**src/rtl/cmc_pkg.sv**
```systemverilog
// Shared types and constants for the circular merge cost block.
`timescale 1ns / 1ps
`default_nettype none
package cmc_pkg;
  localparam int DEF_MAX_PILES  = 32;
  localparam int DEF_VALUE_BITS = 16;
  localparam int IN_BITS        = 16;
  localparam int COST_BITS      = 26;
  localparam int QUEUE_DEPTH    = 4;
  localparam logic [63:0] COST_LIMIT = 64'd67108863;

  typedef struct packed {
    logic [IN_BITS-1:0] value;
    logic               last;
  } word_t;

  typedef struct packed {
    logic  valid;
    word_t word;
  } qhead_t;
endpackage
`default_nettype wire

```
**src/rtl/cmc_front.sv**
```systemverilog
// Input side: accepts pile words, masks the value, queues them for the solver.
`timescale 1ns / 1ps
`default_nettype none
module cmc_front import cmc_pkg::*; #(
  parameter int VALUE_BITS = DEF_VALUE_BITS
) (
  input  wire                        clk,
  input  wire                        rst_n,
  input  wire                        in_valid,
  output logic                       in_stall,
  input  wire [IN_BITS-1:0]          in_pile_value,
  input  wire                        in_last_pile,
  output qhead_t                     q_head,
  input  wire                        q_pop,
  output logic [$clog2(QUEUE_DEPTH+1)-1:0] q_level
);
  localparam int VB = (VALUE_BITS < IN_BITS) ? VALUE_BITS : IN_BITS;
  localparam int PTRW = $clog2(QUEUE_DEPTH);
  localparam int LVLW = $clog2(QUEUE_DEPTH + 1);
  localparam logic [IN_BITS-1:0] VMASK = IN_BITS'((65'd1 << VB) - 65'd1);

  word_t            q_r [QUEUE_DEPTH];
  logic [PTRW-1:0]  wp_r, wp_nxt, rp_r, rp_nxt;
  logic [LVLW-1:0]  cnt_r, cnt_nxt;
  logic             push, pop;

  assign in_stall = (cnt_r == LVLW'(QUEUE_DEPTH));
  assign push     = in_valid && !in_stall;
  assign pop      = q_pop && (cnt_r != '0);
  assign q_head.valid = (cnt_r != '0);
  assign q_head.word  = q_r[rp_r];
  assign q_level  = cnt_r;

  always_comb begin
    wp_nxt  = push ? PTRW'((32'(wp_r) + 1) % QUEUE_DEPTH) : wp_r;
    rp_nxt  = pop  ? PTRW'((32'(rp_r) + 1) % QUEUE_DEPTH) : rp_r;
    cnt_nxt = cnt_r + LVLW'(push) - LVLW'(pop);
  end

  always_ff @(posedge clk) begin
    if (!rst_n) begin
      wp_r  <= '0;
      rp_r  <= '0;
      cnt_r <= '0;
    end else begin
      wp_r  <= wp_nxt;
      rp_r  <= rp_nxt;
      cnt_r <= cnt_nxt;
    end
    if (push) begin
      q_r[wp_r].value <= in_pile_value & VMASK;
      q_r[wp_r].last  <= in_last_pile;
    end
  end
endmodule
`default_nettype wire

```
**config.mk**
```make
export PLATFORM = sky130hd
export DESIGN_NAME = cmc_front
export DESIGN_NICKNAME = d
export VERILOG_FILES = /design/src/rtl/cmc_pkg.sv /design/src/rtl/cmc_front.sv
export SDC_FILE = /design/constraint.sdc
export NUM_CORES = 1
export LEC_CHECK = 0
export BUFFER_PORTS_ARGS = -buffer_cell sky130_fd_sc_hd__buf_4
export CAP_MARGIN = 20
export CORE_ASPECT_RATIO = 2
export CORE_UTILIZATION = 25
export CTS_CLUSTER_DIAMETER = 40
export DETAILED_ROUTE_END_ITERATION = 6
export HOLD_SLACK_MARGIN = 0.02
export SLEW_MARGIN = 20
export SYNTH_ARGS = -nofsm -noshare
export SYNTH_HDL_FRONTEND = slang
export SYNTH_SLANG_ARGS = --single-unit
```
**constraint.sdc**
```tcl
create_clock -name clk -period 5.66 [get_ports clk]
set_input_delay 0.283 -clock clk [delete_from_list [all_inputs] [get_ports clk]]
set_output_delay 0.283 -clock clk [all_outputs]
set_load 0.02 [all_outputs]
```
# Word level (Yosys, flattened, before mapping)
# Memory sizes are Yosys's and may differ from the RTL's. A register that Yosys moved wholly into a read port is not among the register bits.
# Index checks and enable logic that the tools add are counted.
# word_totals
ram_bits,68
n_memories,1
elab_cells,17
reg_bits,7
input_bits,21
# classes
n_eq_ne,1
muxes,4
addsub,4
reduce_logical,4
# mem_list
memory,depth,width,read_ports,rd_clocked_by_memory_dff,write_ports,line_no,rtl
q_r,4,17,1,1,1,cmc_front.sv:22,word_t q_r [QUEUE_DEPTH];
# op_table
operator,count
adder 2 x 1 -> 2 bit (second input constant),2
two-way mux 2 bit,2
adder 3 x 1 -> 3 bit,1
== test 3 bit (second input constant),1
nonzero test 3 bit,1
subtractor 3 x 1 -> 3 bit,1
logical AND 1 bit,2
two-way mux 1 bit,2
logical NOT 1 bit,1

# Longest topological paths before layout
# logic_depth
ltp_word,5
ltp_mapped,12
mapped_depth_nobuf,11

# Least setup slack after synthesis
# Ideal clock, no wire load.
# synth_timing
kind,register to register
start,"reg cnt_r[2], in the netlist q_level[2]"
end,"reg cnt_r[2], in the netlist q_level[2]"
n_path_buf,1
arrival_time_ns,2.435
required_ns,5.545
stages_incl_launch_ff,13
setup_slack_ns,3.110
path_cell_list,dfxtp_1 > nor3b_2 > nor2b_1 > buf_6 > inv_1 > ha_1 > inv_1 > ha_1 > inv_1 > fa_1 > xnor2_1 > xnor2_1 > and2_1
# synth_between
elab_chain_cells,5
word_cells_on_any_way,7
# synth_lines
item,line_no,rtl
"start, declared",cmc_front.sv:24,"logic [LVLW-1:0] cnt_r, cnt_nxt;"
"start signal, assigned",cmc_front.sv:48,cnt_r <= cnt_nxt;
== test 3 bit,cmc_front.sv:27,assign in_stall = (cnt_r == LVLW'(QUEUE_DEPTH));
via in_stall,cmc_front.sv:10,"output logic in_stall,"
logical NOT 1 bit,cmc_front.sv:28,assign push = in_valid && !in_stall;
logical AND 1 bit,cmc_front.sv:28,
adder 3 x 1 -> 3 bit,cmc_front.sv:37,cnt_nxt = cnt_r + LVLW'(push) - LVLW'(pop);
subtractor 3 x 1 -> 3 bit,cmc_front.sv:37,
# The timed path passes the listed nets, and every way through them passes these cells.
# A chain may end at the register's enable or synchronous reset.

# Worst setup path after layout
# layout_timing
start,"reg cnt_r[1], in the netlist q_level[1]"
end,"reg cnt_r[2], in the netlist q_level[2]"
# layout_between
elab_chain_cells,5
word_cells_on_any_way,7
# layout_lines
item,line_no
== test 3 bit,cmc_front.sv:27
logical NOT 1 bit,cmc_front.sv:28
logical AND 1 bit,cmc_front.sv:28
adder 3 x 1 -> 3 bit,cmc_front.sv:37
subtractor 3 x 1 -> 3 bit *,cmc_front.sv:37
# Every way passes the cells marked *; elsewhere a longest branch is shown, timed or not.

==> flow_summary.ini <==
[route]
num_vias = 1374
postRouteAntennaNets = 0
via_per_inst = 4.10
wl_per_cell_um = 14.9
wl_mm = 5.00
drc = 0
first_pass_iters = 4
first_iter_violations = 48

[setup_path]
endpoint_kind = flop
cp.arrival_ns = 2.75
cp-startpoint = q_level[1]
worstSetupPathType = flop to flop
crit_fanout = 7
r2r_setup_slack_ns = 3.14
cp.required_ns = 5.88
r2r-start = q_level[1]
cp-start-kind = flop

[sta]
slew_headroom_pct = 34.2
period_needed_ns = 2.52
clock.fmax_mhz = 396
hold_violations = 0
finClkSkew_ns = 0.00698
final-max-slew-violation-count = 0
rsz0062_at_grt = false
setup_viol = 0
fin_setup_tns_ns = 0
period_share_pct = 44.6
worst_pin_slew_ns = 0.987

[logic_synthesis]
yosys_warnings = 0
synthesis.area_sq_um = 2980
ys_ff_latch = 77
synth_cells = 137
yosysSeqAreaShare_pct = 74.5
syn_nets = 165
syn_avg_cell_area_sq_um = 21.8
yosys.cell_types.count = 20

[die]
die_w_um = 79.3
dieHeight_um = 157
die_area_sq_um = 12400
start_util_pct = 25.5
core_sq_um = 11700
rows = 56
ios = 43

[clocking]
cts-buffers-inserted = 9
cts-root-buf = clkbuf_16
clk_latency_ns = 0.33
ctsResizeCount = 0
cts_sinks = 77
clockBufferDepth = 2
clk_pin_slew_worst_paths_ns = 0.06
hold_buffers = 0
cts_tree = yes
h-tree-depth = 3
postCtsSetupRepairBufs = 0

[layout]
layout_commonest_cell = edfxtp_1
fill_cells = 1129
antenna_cells = 0
mostFrequentLayoutCells = edfxtp_1 (68), buf_4 (43), mux4_2 (10)
area_growth_pct = 26.4
layout.nets = 213
drive_gt1_share_pct = 36.3

[global_routing]
grt_pass1_wl_mm = 7.53
grt_usage_pct = 8.69
antenna_found_initial = 0
grt_overflow = 0
grt_pass1_vias = 1502
grt_start_max_net_pins = 18

[min_path]
hold_path.class = primary input to flop
min-delay-start = in_pile_value[0]

[power]
p_seq_share_pct = 40.2
switching_share_pct = 26.5
power.share.clock_pct = 34.8
ir_drop_uv = 251
power_mw = 1.83
p_comb_share_pct = 25.0
p_sw_mw = 0.485
cellPowerDensity_nw_per_um2 = 486
p_leak_nw = 1.31
cell_internal_pwr_mw = 1.35

[run_status]
status = finished, final reports clean

[placed_design]
port_buffers = 42
gp_congestion = 0.628

[run]
drv_cap = 0
-- worst paths after layout --
check,to,cells after the start
setup / recovery,q_level[2],11
hold / removal,q_r[2][1],1
setup reg to reg,q_level[2],11
hold reg to reg,wp_r[0],2
-- synthesized netlist by cell type --
cell type	n	area, sq um
edfxtp_1	68	2040
mux4_2	10	225
dfxtp_1	9	180
and2_1	7	43.8
mux4_1	7	184
ha_1	6	75.1
inv_1	5	18.8
nand2_1	4	15.0
nor2b_1	4	25.0
xnor2_1	4	35.0
buf_2	2	10.0
buf_6	2	22.5
mux2i_1	2	20.0
buf_12	1	20.0
clkbuf_1	1	3.75
fa_1	1	20.0
nor3b_2	1	12.5
o311ai_2	1	16.3
o31a_1	1	8.76
or3_1	1	6.26
-- power by group through the flow --
stage / Clock, mW / Sequential [mW] / Combinational, mW
final: 0.638 / 0.736 / 0.458
after global placement: 0 / 0.745 / 0.464
after CTS: 0.649 / 0.739 / 0.469
after detailed placement: 0 / 0.750 / 0.468
after floorplan: 0 / 0.743 / 0.315
after global routing: 0.674 / 0.744 / 0.496
-- registers in the layout, summed over array words and instances, names as in the netlist, named ones only --
name	flops
q_level	3
wp_r	2
q_r	68
rp_r	2
-- critical path, stage by stage (launching register included) --
cell,delay (ns)
dfxtp_1,0.49
nor3b_2,0.10
nor2b_1,0.41
inv_1,0.09
ha_1,0.30
inv_1,0.05
ha_1,0.13
inv_1,0.05
fa_1,0.37
xnor2_1,0.15
xnor2_1,0.13
and2_1,0.16
-- final cells by class --
class | instances | area, sq um | share of cell area, %
Timing Repair Buffer | 43 | 323 | 8.56
Multi-Input combinational cell | 49 | 687 | 18.2
Clock buffer | 10 | 229 | 6.07
Sequential cell | 77 | 2220 | 58.9
Clock inverter | 6 | 110 | 2.92
Tap cell | 145 | 181 | 4.81
Inverter | 5 | 18.8 | 0.498
-- cell families after synthesis --
logic type	share of synthesized area, %
AO/OA/AOI/OAI	0.839
XOR/XNOR	1.17
adder cells (fa/ha/maj)	3.19
buffers and inverters	2.52
flip-flops	74.5
multiplexers	14.4
AND/OR/NAND/NOR	3.44
-- stage by stage --
step	hold WS, ns	cells	setup slack (ns)	cell area (sq um)	util (%)
after floorplan	0.382	137	3.11	2980	-
after global placement	0.479	319	3.23	3430	29.3
after detailed placement	0.486	319	3.15	3430	29.3
final	0.153	335	3.14	3770	32.2
after global routing	0.142	335	2.93	3770	32.2
after CTS	0.142	335	3.13	3770	32.2
-- layer usage --
metal  routed length (um)  part of all wire [%]  vias up  global-route usage, %
li1                     -                     -      640                      -
met5                    0                     0        -                      0
met4                  118                   2.4        0                   4.68
met3                  266                   5.3       10                   2.97
met1                 1820                    36      684                   7.89
met2                 2800                    56       40                   16.3
(Power assumes the default switching activity.)
